### config.mk
export PLATFORM = sky130hd
export DESIGN_NAME = heartbeat_watchdog_table
export DESIGN_NICKNAME = d
export VERILOG_FILES = /design/src/sv/hbwd_pkg.sv /design/src/sv/heartbeat_watchdog_table.sv /design/src/sv/hbwd_div.sv
export SDC_FILE = /design/constraint.sdc
export NUM_CORES = 2
export LEC_CHECK = 0
export BUFFER_PORTS_ARGS = -buffer_cell sky130_fd_sc_hd__buf_4
export CAP_MARGIN = 20
export CORE_ASPECT_RATIO = 1.4
export CORE_MARGIN = 2
export CORE_UTILIZATION = 30
export CTS_BUF_LIST = sky130_fd_sc_hd__clkbuf_16
export DETAILED_ROUTE_END_ITERATION = 8
export PLACE_DENSITY = 0.44
export SETUP_SLACK_MARGIN = 0.05
export SLEW_MARGIN = 0
export SYNTH_ARGS = -nofsm -noshare
export SYNTH_HDL_FRONTEND = slang
export SYNTH_SLANG_ARGS = --single-unit
### constraint.sdc
create_clock -name clk_i -period 20.1 [get_ports clk_i]
set_input_delay 3.015 -clock clk_i [delete_from_list [all_inputs] [get_ports clk_i]]
set_output_delay 3.015 -clock clk_i [all_outputs]
set_load 0.005 [all_outputs]
### src/sv/hbwd_pkg.sv
// Package for the heartbeat watchdog table: sizes, codes, FSM states,
// result and divider handshake types. No dependencies.
package hbwd_pkg;

  localparam int unsigned ENTRIES = 16;
  localparam int unsigned IDX_W = (ENTRIES > 1) ? $clog2(ENTRIES) : 1;
  localparam int unsigned DATA_W = 32;
  localparam int unsigned CNT_W = $clog2(DATA_W);
  localparam logic [DATA_W-1:0] INTERVAL_MAX = 32'hFFFF_FFFF;
  localparam int unsigned IN_W = 168;
  localparam int unsigned OUT_W = 72;

  typedef enum logic [2:0] {
    CMD_TICK  = 3'd0,
    CMD_START = 3'd1,
    CMD_STOP  = 3'd2,
    CMD_SET   = 3'd3,
    CMD_REPLY = 3'd4
  } cmd_e;

  typedef enum logic [1:0] {
    KIND_DONE = 2'd0,
    KIND_POLL = 2'd1,
    KIND_FAIL = 2'd2
  } kind_e;

  typedef enum logic [2:0] {
    ST_OK       = 3'd0,
    ST_BAD_LOC  = 3'd1,
    ST_BAD_TMO  = 3'd2,
    ST_BAD_IVL  = 3'd3,
    ST_BAD_ID   = 3'd4,
    ST_FULL     = 3'd5
  } status_e;

  typedef enum logic [1:0] {
    PH_INIT = 2'd0,
    PH_WAIT = 2'd1,
    PH_OK   = 2'd2
  } phase_e;

  typedef enum logic [3:0] {
    S_IDLE,
    S_TK_SCAN,
    S_TK_PROC,
    S_TK_END,
    S_SA_LOC,
    S_SA_DIV_GO,
    S_SA_DIV_WAIT,
    S_SA_COMMIT,
    S_SA_FIN,
    S_RT_GO,
    S_RT_WAIT,
    S_RT_END,
    S_SET_SCAN,
    S_FIND,
    S_RP_FIN,
    S_EMIT
  } state_e;

  typedef struct packed {
    kind_e             kind;
    status_e           status;
    logic [DATA_W-1:0] id;
    logic [DATA_W-1:0] loc;
    logic              last;
  } res_t;

  typedef struct packed {
    logic              start;
    logic [DATA_W-1:0] dividend;
    logic [DATA_W-1:0] divisor;
  } div_req_t;

  typedef struct packed {
    logic              done;
    logic [DATA_W-1:0] quo;
    logic [DATA_W-1:0] rem;
  } div_rsp_t;

  function automatic res_t mk_res(kind_e k, status_e s, logic [DATA_W-1:0] id,
                                  logic [DATA_W-1:0] loc, logic last);
    res_t r;
    r.kind = k;
    r.status = s;
    r.id = id;
    r.loc = loc;
    r.last = last;
    return r;
  endfunction

endpackage

### src/sv/heartbeat_watchdog_table.sv
// Heartbeat watchdog table top level: command sequencer, slot storage and
// result register. Depends on hbwd_pkg and hbwd_div.
//
// Usage: commands enter on s_axis (tuser = cmd, tdata = host, location_key,
// interval, reply_timeout, entry_ref, alive). Each command produces zero or
// more poll or failure beats and then one done beat with tlast high on
// m_axis (tuser = kind, tdata = status, result_id, result_location).
// cfg_valid/cfg_data write local_host; the port is always ready.
// One command is worked at a time; s_axis_tready is high only when idle.
// Stop and reply walk the slots once. A tick makes one scan of the slots per
// valid slot plus one. Start and set interval walk the slots and run the
// shared serial divider once per valid slot for the retune; a start with an
// interval below the tick interval runs it once more per valid slot for the
// interval check.
// The next command is taken while the last done beat still waits.
// A stalled receiver holds the sequencer at its next beat; nothing drops.
// Reset empties the table, sets the tick interval to its maximum and the
// id counter and local_host to zero; no clearing pass is needed.
module heartbeat_watchdog_table (
  input  logic                          clk_i,
  input  logic                          rst_ni,
  input  logic                          cfg_valid,
  output logic                          cfg_ready,
  input  logic [hbwd_pkg::DATA_W-1:0]   cfg_data,
  input  logic                          s_axis_tvalid,
  output logic                          s_axis_tready,
  // host, location_key, interval, reply_timeout, entry_ref, alive, pad
  input  logic [hbwd_pkg::IN_W-1:0]     s_axis_tdata,
  // cmd
  input  logic [2:0]                    s_axis_tuser,
  output logic                          m_axis_tvalid,
  input  logic                          m_axis_tready,
  // status, result_id, result_location, pad
  output logic [hbwd_pkg::OUT_W-1:0]    m_axis_tdata,
  // kind
  output logic [1:0]                    m_axis_tuser,
  output logic                          m_axis_tlast
);
  import hbwd_pkg::*;

  state_e            state_q, state_d, ret_q, ret_d;
  logic [DATA_W-1:0] local_host_q;
  logic [ENTRIES-1:0] valid_q, valid_d;
  logic [DATA_W-1:0] sid_q [ENTRIES];
  logic [DATA_W-1:0] sid_d [ENTRIES];
  logic [DATA_W-1:0] sloc_q [ENTRIES];
  logic [DATA_W-1:0] sloc_d [ENTRIES];
  logic [DATA_W-1:0] sivl_q [ENTRIES];
  logic [DATA_W-1:0] sivl_d [ENTRIES];
  logic [DATA_W-1:0] stmo_q [ENTRIES];
  logic [DATA_W-1:0] stmo_d [ENTRIES];
  logic [DATA_W-1:0] stpp_q [ENTRIES];
  logic [DATA_W-1:0] stpp_d [ENTRIES];
  logic [DATA_W-1:0] scnt_q [ENTRIES];
  logic [DATA_W-1:0] scnt_d [ENTRIES];
  phase_e            sph_q [ENTRIES];
  phase_e            sph_d [ENTRIES];
  logic [DATA_W-1:0] tick_q, tick_d;
  logic [DATA_W-1:0] next_id_q, next_id_d;
  logic [IDX_W-1:0]  idx_q, idx_d;
  logic [IDX_W-1:0]  best_idx_q, best_idx_d, last_idx_q, last_idx_d;
  logic [DATA_W-1:0] best_id_q, best_id_d, last_id_q, last_id_d;
  logic              found_q, found_d, have_last_q, have_last_d;
  logic              lower_q, lower_d, chk_empty_q, chk_empty_d;
  cmd_e              cmd_q, cmd_d;
  logic [DATA_W-1:0] key_q, key_d, ivl_q, ivl_d, tmo_q, tmo_d, ref_q, ref_d;
  logic              alive_q, alive_d;
  res_t              res_q, res_d, out_q, out_d;
  logic              out_vld_q, out_vld_d;
  logic              out_free, at_end, cand;
  logic [IDX_W-1:0]  free_idx;
  logic              free_ok;
  logic [DATA_W-1:0] cnt_new;
  phase_e            ph_new;
  div_req_t          div_req;
  div_rsp_t          div_rsp;

  hbwd_div u_div (
    .clk_i  (clk_i),
    .rst_ni (rst_ni),
    .req_i  (div_req),
    .rsp_o  (div_rsp)
  );

  assign cfg_ready = 1'b1;
  assign s_axis_tready = (state_q == S_IDLE);
  assign out_free = !out_vld_q || m_axis_tready;
  assign at_end = (idx_q == IDX_W'(ENTRIES - 1));
  assign m_axis_tvalid = out_vld_q;
  assign m_axis_tdata = {5'b0, out_q.loc, out_q.id, out_q.status};
  assign m_axis_tuser = out_q.kind;
  assign m_axis_tlast = out_q.last;

  always_comb begin
    free_ok = 1'b0;
    free_idx = '0;
    for (int i = ENTRIES - 1; i >= 0; i--) begin
      if (!valid_q[i]) begin
        free_ok = 1'b1;
        free_idx = IDX_W'(i);
      end
    end
  end

  always_comb begin
    state_d = state_q;
    ret_d = ret_q;
    valid_d = valid_q;
    sid_d = sid_q;
    sloc_d = sloc_q;
    sivl_d = sivl_q;
    stmo_d = stmo_q;
    stpp_d = stpp_q;
    scnt_d = scnt_q;
    sph_d = sph_q;
    tick_d = tick_q;
    next_id_d = next_id_q;
    idx_d = idx_q;
    best_idx_d = best_idx_q;
    best_id_d = best_id_q;
    last_idx_d = last_idx_q;
    last_id_d = last_id_q;
    found_d = found_q;
    have_last_d = have_last_q;
    lower_d = lower_q;
    chk_empty_d = chk_empty_q;
    cmd_d = cmd_q;
    key_d = key_q;
    ivl_d = ivl_q;
    tmo_d = tmo_q;
    ref_d = ref_q;
    alive_d = alive_q;
    res_d = res_q;
    out_d = out_q;
    out_vld_d = out_vld_q && !m_axis_tready;
    div_req.start = 1'b0;
    div_req.dividend = sivl_q[idx_q];
    div_req.divisor = tick_q;
    cand = 1'b0;
    cnt_new = scnt_q[best_idx_q];
    ph_new = sph_q[best_idx_q];

    case (state_q)
      S_IDLE: begin
        if (s_axis_tvalid) begin
          cmd_d = cmd_e'(s_axis_tuser);
          key_d = s_axis_tdata[63:32];
          ivl_d = s_axis_tdata[95:64];
          tmo_d = s_axis_tdata[127:96];
          ref_d = s_axis_tdata[159:128];
          alive_d = s_axis_tdata[160];
          idx_d = '0;
          found_d = 1'b0;
          have_last_d = 1'b0;
          chk_empty_d = 1'b0;
          ret_d = S_IDLE;
          state_d = S_EMIT;
          case (cmd_e'(s_axis_tuser))
            CMD_TICK:  state_d = S_TK_SCAN;
            CMD_START: begin
              if (s_axis_tdata[31:0] != local_host_q) begin
                res_d = mk_res(KIND_DONE, ST_BAD_LOC, '0, s_axis_tdata[63:32], 1'b1);
              end else begin
                state_d = S_SA_LOC;
              end
            end
            CMD_STOP:  state_d = S_FIND;
            CMD_REPLY: state_d = S_FIND;
            CMD_SET: begin
              if (s_axis_tdata[95:64] == '0) begin
                res_d = mk_res(KIND_DONE, ST_BAD_IVL, '0, '0, 1'b1);
              end else begin
                state_d = S_SET_SCAN;
              end
            end
            default: res_d = mk_res(KIND_DONE, ST_OK, '0, '0, 1'b1);
          endcase
        end
      end

      S_TK_SCAN: begin
        cand = valid_q[idx_q] &&
               (!have_last_q || sid_q[idx_q] > last_id_q ||
                (sid_q[idx_q] == last_id_q && idx_q > last_idx_q)) &&
               (!found_q || sid_q[idx_q] < best_id_q);
        if (cand) begin
          found_d = 1'b1;
          best_idx_d = idx_q;
          best_id_d = sid_q[idx_q];
        end
        idx_d = idx_q + 1'b1;
        if (at_end) begin
          idx_d = '0;
          state_d = (cand || found_q) ? S_TK_PROC : S_TK_END;
        end
      end

      S_TK_PROC: begin
        if (sph_q[best_idx_q] == PH_INIT) begin
          ph_new = PH_WAIT;
        end else if (scnt_q[best_idx_q] != INTERVAL_MAX) begin
          cnt_new = scnt_q[best_idx_q] + 1'b1;
        end
        sph_d[best_idx_q] = ph_new;
        scnt_d[best_idx_q] = cnt_new;
        have_last_d = 1'b1;
        last_idx_d = best_idx_q;
        last_id_d = best_id_q;
        found_d = 1'b0;
        state_d = S_TK_SCAN;
        if (cnt_new >= stpp_q[best_idx_q]) begin
          if (ph_new == PH_OK) begin
            sph_d[best_idx_q] = PH_WAIT;
            res_d = mk_res(KIND_POLL, ST_OK, best_id_q, sloc_q[best_idx_q], 1'b0);
            ret_d = S_TK_SCAN;
            state_d = S_EMIT;
          end else if (ph_new == PH_WAIT) begin
            valid_d[best_idx_q] = 1'b0;
            res_d = mk_res(KIND_FAIL, ST_OK, best_id_q, sloc_q[best_idx_q], 1'b0);
            ret_d = S_TK_SCAN;
            state_d = S_EMIT;
          end
        end
      end

      S_TK_END: begin
        if (valid_q == '0) begin
          tick_d = INTERVAL_MAX;
        end
        res_d = mk_res(KIND_DONE, ST_OK, '0, '0, 1'b1);
        ret_d = S_IDLE;
        state_d = S_EMIT;
      end

      S_SA_LOC: begin
        idx_d = idx_q + 1'b1;
        if (valid_q[idx_q] && sloc_q[idx_q] == key_q) begin
          res_d = mk_res(KIND_DONE, ST_OK, next_id_q, key_q, 1'b1);
          state_d = S_EMIT;
        end else if (at_end) begin
          idx_d = '0;
          lower_d = ivl_q < tick_q;
          if (tmo_q >= ivl_q) begin
            res_d = mk_res(KIND_DONE, ST_BAD_TMO, '0, key_q, 1'b1);
            state_d = S_EMIT;
          end else begin
            state_d = (ivl_q < tick_q) ? S_SA_DIV_GO : S_SA_COMMIT;
          end
        end
      end

      S_SA_DIV_GO: begin
        div_req.divisor = ivl_q;
        if (valid_q[idx_q]) begin
          div_req.start = 1'b1;
          state_d = S_SA_DIV_WAIT;
        end else begin
          idx_d = idx_q + 1'b1;
          if (at_end) begin
            idx_d = '0;
            state_d = S_SA_COMMIT;
          end
        end
      end

      S_SA_DIV_WAIT: begin
        if (div_rsp.done) begin
          if (stmo_q[idx_q] >= sivl_q[idx_q] - div_rsp.rem) begin
            res_d = mk_res(KIND_DONE, ST_BAD_IVL, '0, key_q, 1'b1);
            state_d = S_EMIT;
          end else begin
            idx_d = idx_q + 1'b1;
            state_d = S_SA_DIV_GO;
            if (at_end) begin
              idx_d = '0;
              state_d = S_SA_COMMIT;
            end
          end
        end
      end

      S_SA_COMMIT: begin
        if (!free_ok) begin
          res_d = mk_res(KIND_DONE, ST_FULL, '0, key_q, 1'b1);
          state_d = S_EMIT;
        end else begin
          if (lower_q) begin
            tick_d = ivl_q;
          end
          next_id_d = next_id_q + 1'b1;
          valid_d[free_idx] = 1'b1;
          sid_d[free_idx] = next_id_q + 1'b1;
          sloc_d[free_idx] = key_q;
          sivl_d[free_idx] = ivl_q;
          stmo_d[free_idx] = tmo_q;
          scnt_d[free_idx] = '0;
          sph_d[free_idx] = PH_INIT;
          idx_d = '0;
          state_d = S_RT_GO;
        end
      end

      S_SA_FIN: begin
        res_d = mk_res(KIND_DONE, ST_OK, next_id_q, key_q, 1'b1);
        ret_d = S_IDLE;
        state_d = S_EMIT;
      end

      S_RT_GO: begin
        if (valid_q[idx_q]) begin
          div_req.start = 1'b1;
          state_d = S_RT_WAIT;
        end else begin
          idx_d = idx_q + 1'b1;
          if (at_end) begin
            idx_d = '0;
            state_d = S_RT_END;
          end
        end
      end

      S_RT_WAIT: begin
        if (div_rsp.done) begin
          stpp_d[idx_q] = div_rsp.quo;
          idx_d = idx_q + 1'b1;
          state_d = S_RT_GO;
          if (at_end) begin
            idx_d = '0;
            state_d = S_RT_END;
          end
        end
      end

      S_RT_END: begin
        state_d = S_EMIT;
        if (cmd_q == CMD_START) begin
          res_d = mk_res(KIND_POLL, ST_OK, next_id_q, key_q, 1'b0);
          ret_d = S_SA_FIN;
        end else begin
          res_d = mk_res(KIND_DONE, ST_OK, '0, '0, 1'b1);
          ret_d = S_IDLE;
        end
      end

      S_SET_SCAN: begin
        idx_d = idx_q + 1'b1;
        if (valid_q[idx_q] && (sivl_q[idx_q] < ivl_q || stmo_q[idx_q] >= ivl_q)) begin
          res_d = mk_res(KIND_DONE, ST_BAD_IVL, '0, '0, 1'b1);
          state_d = S_EMIT;
        end else if (at_end) begin
          idx_d = '0;
          tick_d = ivl_q;
          state_d = S_RT_GO;
        end
      end

      S_FIND: begin
        if (valid_q[idx_q] && sid_q[idx_q] == ref_q) begin
          state_d = S_EMIT;
          res_d = mk_res(KIND_DONE, ST_OK, ref_q, sloc_q[idx_q], 1'b1);
          if (cmd_q == CMD_STOP) begin
            valid_d[idx_q] = 1'b0;
            chk_empty_d = 1'b1;
          end else if (alive_q) begin
            scnt_d[idx_q] = '0;
            sph_d[idx_q] = PH_OK;
          end else begin
            valid_d[idx_q] = 1'b0;
            chk_empty_d = 1'b1;
            res_d = mk_res(KIND_FAIL, ST_OK, ref_q, sloc_q[idx_q], 1'b0);
            ret_d = S_RP_FIN;
          end
        end else begin
          idx_d = idx_q + 1'b1;
          if (at_end) begin
            res_d = mk_res(KIND_DONE, ST_BAD_ID, ref_q, '0, 1'b1);
            state_d = S_EMIT;
          end
        end
      end

      S_RP_FIN: begin
        res_d = mk_res(KIND_DONE, ST_OK, ref_q, sloc_q[idx_q], 1'b1);
        ret_d = S_IDLE;
        state_d = S_EMIT;
      end

      S_EMIT: begin
        if (out_free) begin
          out_d = res_q;
          out_vld_d = 1'b1;
          state_d = ret_q;
          if (ret_q == S_IDLE && chk_empty_q && valid_q == '0) begin
            tick_d = INTERVAL_MAX;
          end
        end
      end

      default: state_d = S_IDLE;
    endcase
  end

  always_ff @(posedge clk_i or negedge rst_ni) begin
    if (!rst_ni) begin
      state_q <= S_IDLE;
      ret_q <= S_IDLE;
      local_host_q <= '0;
      valid_q <= '0;
      tick_q <= INTERVAL_MAX;
      next_id_q <= '0;
      idx_q <= '0;
      found_q <= 1'b0;
      have_last_q <= 1'b0;
      lower_q <= 1'b0;
      chk_empty_q <= 1'b0;
      out_vld_q <= 1'b0;
    end else begin
      state_q <= state_d;
      ret_q <= ret_d;
      if (cfg_valid) begin
        local_host_q <= cfg_data;
      end
      valid_q <= valid_d;
      tick_q <= tick_d;
      next_id_q <= next_id_d;
      idx_q <= idx_d;
      found_q <= found_d;
      have_last_q <= have_last_d;
      lower_q <= lower_d;
      chk_empty_q <= chk_empty_d;
      out_vld_q <= out_vld_d;
    end
  end

  always_ff @(posedge clk_i) begin
    sid_q <= sid_d;
    sloc_q <= sloc_d;
    sivl_q <= sivl_d;
    stmo_q <= stmo_d;
    stpp_q <= stpp_d;
    scnt_q <= scnt_d;
    sph_q <= sph_d;
    best_idx_q <= best_idx_d;
    best_id_q <= best_id_d;
    last_idx_q <= last_idx_d;
    last_id_q <= last_id_d;
    cmd_q <= cmd_d;
    key_q <= key_d;
    ivl_q <= ivl_d;
    tmo_q <= tmo_d;
    ref_q <= ref_d;
    alive_q <= alive_d;
    res_q <= res_d;
    out_q <= out_d;
  end

endmodule

### src/sv/hbwd_div.sv
// Radix-2 restoring divider, one quotient bit per cycle.
// Depends on hbwd_pkg for widths and the request/response structs.
module hbwd_div (
  input  logic               clk_i,
  input  logic               rst_ni,
  input  hbwd_pkg::div_req_t req_i,
  output hbwd_pkg::div_rsp_t rsp_o
);
  import hbwd_pkg::*;

  logic              busy_q, busy_d;
  logic              done_q, done_d;
  logic [CNT_W-1:0]  cnt_q, cnt_d;
  logic [DATA_W-1:0] quo_q, quo_d;
  logic [DATA_W-1:0] rem_q, rem_d;
  logic [DATA_W-1:0] den_q, den_d;
  logic [DATA_W:0]   trial;
  logic              fits;

  always_comb begin
    busy_d = busy_q;
    done_d = 1'b0;
    cnt_d = cnt_q;
    quo_d = quo_q;
    rem_d = rem_q;
    den_d = den_q;
    trial = {rem_q, quo_q[DATA_W-1]};
    fits = trial >= {1'b0, den_q};
    if (req_i.start) begin
      busy_d = 1'b1;
      cnt_d = '0;
      quo_d = req_i.dividend;
      rem_d = '0;
      den_d = req_i.divisor;
    end else if (busy_q) begin
      rem_d = fits ? DATA_W'(trial - {1'b0, den_q}) : trial[DATA_W-1:0];
      quo_d = {quo_q[DATA_W-2:0], fits};
      cnt_d = cnt_q + 1'b1;
      if (cnt_q == CNT_W'(DATA_W - 1)) begin
        busy_d = 1'b0;
        done_d = 1'b1;
      end
    end
  end

  always_ff @(posedge clk_i or negedge rst_ni) begin
    if (!rst_ni) begin
      busy_q <= 1'b0;
      done_q <= 1'b0;
      cnt_q <= '0;
    end else begin
      busy_q <= busy_d;
      done_q <= done_d;
      cnt_q <= cnt_d;
    end
  end

  always_ff @(posedge clk_i) begin
    quo_q <= quo_d;
    rem_q <= rem_d;
    den_q <= den_d;
  end

  assign rsp_o.done = done_q;
  assign rsp_o.quo = quo_q;
  assign rsp_o.rem = rem_q;

endmodule

# Word level (Yosys, flattened, before mapping)
# Index checks and enable logic that the tools add are counted.
dict set report word_totals {
  mem_bits_rw 0
  regBits 3680
  word_cells 534
  latch_bits 0
  romBits 0
  n_memories 0
}
dict set report op_classes {
  div_mod_pow 0
  eq_ne 66
  bitwise 21
  n_reduce_logical 61
  n_addsub 6
  multipliers 0
  muxes 208
  shift 0
  magnitude_cmp 22
}
# cell count
set op_table {}
lappend op_table {{$bwmux W512} 6}
lappend op_table {{$mux W512} 4}
lappend op_table {{$pmux W512 S3} 1}
lappend op_table {{$mux W70} 17}
lappend op_table {{$mux W32} 37}
lappend op_table {{$and A512 B512 Y512} 2}
lappend op_table {{$not A512 Y512} 2}
lappend op_table {{$bmux W32 S4} 7}
lappend op_table {{$pmux W70 S11} 1}
lappend op_table {{$demux W32 S4} 3}
lappend op_table {{$mux W4} 54}
lappend op_table {{$pmux W70 S3} 1}
lappend op_table {{$ge A32 B32 Y1} 4}
lappend op_table {{$pmux W32 S4} 1}
lappend op_table {{$mux W16} 7}
lappend op_table {{$eq A32 B32 Y1} 3}
lappend op_table {{$lt A32 B32 Y1} 3}
lappend op_table {{$pmux W32 S3} 1}
lappend op_table {{$mux W69} 1}
lappend op_table {{$add A32 B1 Y32 const B} 2}
lappend op_table {{$and A16 B16 Y16} 4}
lappend op_table {{$not A16 Y16} 4}
lappend op_table {{$sub A32 B32 Y32} 2}
lappend op_table {{$pmux W4 S13} 1}
lappend op_table {{69 further kinds} 216}

# Depth between registers and ports, before layout
dict set report logic_depth {
  depth_word 25
  ltp_mapped 34
  ltp_nobuf 28
}

# By module
# A second synthesis with hierarchy kept.
dict set report unflattened {
  hier_cells 9753
  hier_area_um2 162773.6
}
# mod area_per_inst_um2 seq_area_each_um2 n_inst cells_per_inst
set modules_own_cells {}
lappend modules_own_cells {heartbeat_watchdog_table 157010.6 106782.4 1 9188}
lappend modules_own_cells {hbwd_div 5763.0 2737.6 1 565}

# Worst setup path before layout
# OpenSTA, ideal clock, no wires.
dict set report synth_path {
  path_kind {register to register}
  startpoint {reg idx_q[0]}
  endpoint {reg res_q[0] (netlist name) (enable)}
  setup_slack_ps 5552
  arrival_ps 13853
  setup_time_ps 695
  path_stages_with_launch 28
  path_buffers 8
  required_ps 19405
  synth_period_minus_slack_ps 14548
  cell_sequence {dfrtp_1 > buf_2 > buf_4 > buf_4 > buf_6 > buf_4 > buf_4 > buf_2 > buf_1 > mux4_2 > mux4_2 > ha_1 > o21a_1 > o21a_1 > and3b_1 > a211o_1 > a2111oi_0 > o21ai_0 > a31oi_1 > o21ai_0 > xnor2_1 > ha_1 > nand4_1 > nor2_1 > inv_1 > o221ai_1 > nor4_1 > nor4b_1}
}
dict set report synth_via {
  elab_chain_len 9
  elab_cells_between_ends 32
  classes_between {add/sub (1); order compare (3); eq/ne (8); mux (14); bitwise (1); reduce/logical (5)}
}
# item line_no
set synth_rtl {}
lappend synth_rtl {{start: declaration} heartbeat_watchdog_table.sv:60} ;# logic [IDX_W-1:0] idx_q, idx_d;
lappend synth_rtl {{start signal: assignment} heartbeat_watchdog_table.sv:426} ;# idx_q <= idx_d;
lappend synth_rtl {{branches (longest 8 deep; another with $sub A32 B32 Y32)} --}
lappend synth_rtl {{$reduce_and A14 Y1 (no source line) *} --}
lappend synth_rtl {{end signal: assignment} heartbeat_watchdog_table.sv:453} ;# res_q <= res_d;
lappend synth_rtl {{end: declaration} heartbeat_watchdog_table.sv:68} ;# res_t res_q, res_d, out_q, out_d;
# Mark *: on every way between the ends. The select of a mux whose other input is x is not followed.
# A chain may end at the register's enable or synchronous reset.

# Worst setup path in the final report
dict set report layout_path {
  startpoint {reg idx_q[1]}
  endpoint {reg res_q[11] (netlist name) (enable)}
}
# The elaborated chain is that of the path after synthesis.

==> flow_summary.json <==
{
  "cts.sinks": 3679,
  "ys_seq_area_share_pct": 67.0,
  "nets": 10800,
  "routed_wirelength_mm": 549,
  "ys_seq_elements": 3679,
  "finalInstanceArea_um2": 188000,
  "dr_total_vias": 95400,
  "skew_ns": 0.0793,
  "rr_worst_depth": 29,
  "grt_overflow": 0,
  "total_power_mw": 23.9,
  "status": "finished, final reports clean",
  "ant_nets": 0,
  "yosysWarnings": 0,
  "firstDrtPassIters": 8,
  "cts_tree": "done",
  "drv_cap": 0,
  "clkSlewWorstSetupHoldPaths_ns": 0.07,
  "swShare_pct": 33.7,
  "synthTopCellsByCount": "edfxtp_1, mux4_2, nand2_1, o21ai_0, inv_1",
  "area_delta_synth_final_pct": 14.8,
  "grt_max_degree": 129,
  "tns_ns": 0,
  "clk_path_buf_depth": 4,
  "start_util_pct": 30.1,
  "h-tree-depth": 5,
  "core_um2": 543000,
  "r2r-end": "res_q[11]$_DFFE_PP_",
  "holdPathStages": 0,
  "critPathKind": "reg -> reg",
  "std_cell_rows": 320,
  "die-area_um2": 551000,
  "r2r_slack_ns": 9.21,
  "r2r_start": "idx_q[1]$_DFFE_PN0P_",
  "root_buffer": "clkbuf_16",
  "power.density_nw_per_um2": 128,
  "p_leak_nw": 60.9,
  "dpl_cell_area_um2": 175000,
  "drive_gt1_share_pct": 22.8,
  "io_pins": 286,
  "syn_avg_cell_area_um2": 16.6,
  "post-synth-top-count-cell": "edfxtp_1",
  "synthTopCellsByArea": "edfxtp_1, mux4_2, ha_1, o21ai_0, nand2_1",
  "pwr-share-seq_pct": 40.8,
  "grt_pass1_vias": 98800,
  "startpoint": "idx_q[1]$_DFFE_PN0P_",
  "worstPathMaxFanout": 51,
  "min_from": "res_q[26]$_DFFE_PP_",
  "die_w_um": 628,
  "synth_top_area_share_pct": 64.5,
  "ir_drop_mv": 0.0959,
  "grt_pass1_wl_mm": 768,
  "grt_usage_pct": 19.4,
  "drtIter0Drc": 9149,
  "die_h_um": 878,
  "finalSetupViolations": 0,
  "postCtsResizedCells": 0,
  "port_buffers": 272,
  "internal_power_mw": 15.9,
  "tightest_slew_ns": 1.27,
  "power_frac_clock_pct": 29.9,
  "worstPathArrival_ns": 11.52,
  "hp-class": "reg -> reg",
  "syn_area_um2": 164000,
  "critical-path-max-stage-delay_ns": 0.83,
  "clock_latency_ns": 1.05,
  "p_switching_mw": 8.07,
  "ys.flop_type": "edfxtp_1",
  "post-cts-setup-buffers": 0,
  "viasPerCell": 5.35,
  "relSlewSlack_pct": 14.9,
  "cts_buffers": 386,
  "async_flop_share_pct": 3.67,
  "wl_per_cell_um": 30.8,
  "syn_inst": 9836,
  "critPathSlowestCell": "dfrtp_4",
  "yosys.area.top_type": "edfxtp_1",
  "cp-start-kind": "register",
  "pwr-share-comb_pct": 29.3,
  "rsz0062_at_grt": "no",
  "ys_types": 111,
  "synth-edff-count": 3512,
  "required_ns": 20.73,
  "dpl.hpwl_mm": 328,
  "fin_crit_sh_pct": 54.2,
  "fin_crit_ns": 10.89,
  "hold_buffers": 0,
  "drc": 0,
  "slew_violations": 0,
  "end_kind": "register",
  "finalHoldViolations": 0,
  "place_congestion": 0.855,
  "crit_top_cell": "buf_4",
  "antenna_found_initial": 20,
  "fmax_mhz": 91.8,
  "hold-path-endpoint": "m_axis_tdata[60]$_DFFE_PP_"
}
-- routing by layer --
metal | up-vias | part of all wire (%) | GRT usage [%]
li1 | 40100 | - | -
met4 | 8 | 3.4 | 6.15
met2 | 3447 | 51 | 34.0
met5 | - | 0.0084 | 0
met1 | 51000 | 41 | 24.7
met3 | 815 | 5.2 | 2.54
-- power by group through the flow --
stage	combinational, mW	clock [mW]	sequential [mW]
2_1_floorplan	4.44	0	9.75
3_3_place_gp	7.01	0	9.88
3_5_place_dp	7.02	0	9.93
4_1_cts	7.05	7.35	9.78
5_1_grt	7.55	7.62	9.84
6_report	7.02	7.16	9.77
-- cell usage in the layout, fill, tap and decap left out, types with 29 or more instances in the layout --
cell type     n
o21a_1       30
xor2_1       67
and3_1       36
nor2b_1      36
dfstp_2      32
nand4_1      84
nand3_1      70
dfrtp_1      98
a211oi_1     36
a21o_1       94
ha_1        328
a22oi_1     103
nand2_1     874
mux2_2       71
xnor2_1     133
clkinv_1     79
o21ai_1      55
bufinv_16    35
clkbuf_16   391
o22ai_1      36
nor2_4       39
nand2b_1     43
mux4_2      990
buf_4       539
edfxtp_1   3512
a21oi_1     213
nor4_1       29
nor3_1       77
a222oi_1     33
a22o_1       93
dfxtp_1      32
o21ai_0     742
clkinv_2     78
inv_1       437
a31oi_1      45
nor2_1      245
mux2i_1     225
-- per-stage QoR --
step           hold slack, ns  setup WS, ns  utilization, %  instances
6_report                0.391          9.21            34.6      17800
5_1_grt                 0.404          8.72            34.6      17800
3_5_place_dp            0.405          8.62            32.3      17100
2_1_floorplan           0.400          5.55               -       9840
4_1_cts                 0.390          8.56            34.6      17800
3_3_place_gp            0.400          8.42            32.3      17100
-- sequential cells by signal, summed over array words and instances (netlist names), 67 cells and up --
register / flops
scnt_q: 512
sid_q: 512
sivl_q: 512
sloc_q: 512
stmo_q: 512
stpp_q: 512
res_q: 70
m_axis_tdata: 67
-- layout make-up --
type | count | area [um^2]
Fill cell | 51400 | 355000
Sequential cell | 3679 | 110000
Multi-Input combinational cell | 5251 | 50800
Clock buffer | 391 | 9780
Tap cell | 7245 | 9060
Timing Repair Buffer | 564 | 4540
Clock inverter | 318 | 2660
Inverter | 366 | 1400
Antenna cell | 11 | 27.5
-- worst max path at each step --
stage	endpoint	slack, ns	cells after the start
after global routing	res_q[11]$_DFFE_PP_	8.72	29
after floorplan	res_q[0]$_SDFFCE_PP1P_	5.55	27
after global placement	res_q[50]$_SDFFCE_PP0P_	8.42	29
final	res_q[11]$_DFFE_PP_	9.21	29
after CTS	res_q[11]$_DFFE_PP_	8.56	29
after detailed placement	res_q[50]$_SDFFCE_PP0P_	8.62	29
-- logic make-up (layout without fill, tap and decap cells) --
| group | Yosys count | count (layout) | share of synthesized area [%] |
|---|---|---|---|
| mux | 1287 | 1287 | 15.5 |
| fa+ha+maj | 331 | 331 | 2.54 |
| buf+inv | 910 | 1639 | 2.43 |
| flops | 3679 | 3679 | 67.0 |
| simple gates | 1666 | 1666 | 4.55 |
| compound gates | 1738 | 1738 | 6.67 |
| xor+xnor | 223 | 223 | 1.34 |
| other cells | 2 | 17 | 0.00459 |
-- critical path: cells and delay by family (launching register included) --
family / cells / cell delay, ns
muxes: 1 / 0.42
AOI/OAI and AO/OA: 15 / 4.21
DFF: 1 / 0.83
xor gates and xnor gates: 1 / 0.15
adders and majority gates: 3 / 1.06
buffers and inverters: 6 / 2.85
and+or+nand+nor: 3 / 0.81
(Power assumes the default switching activity.)
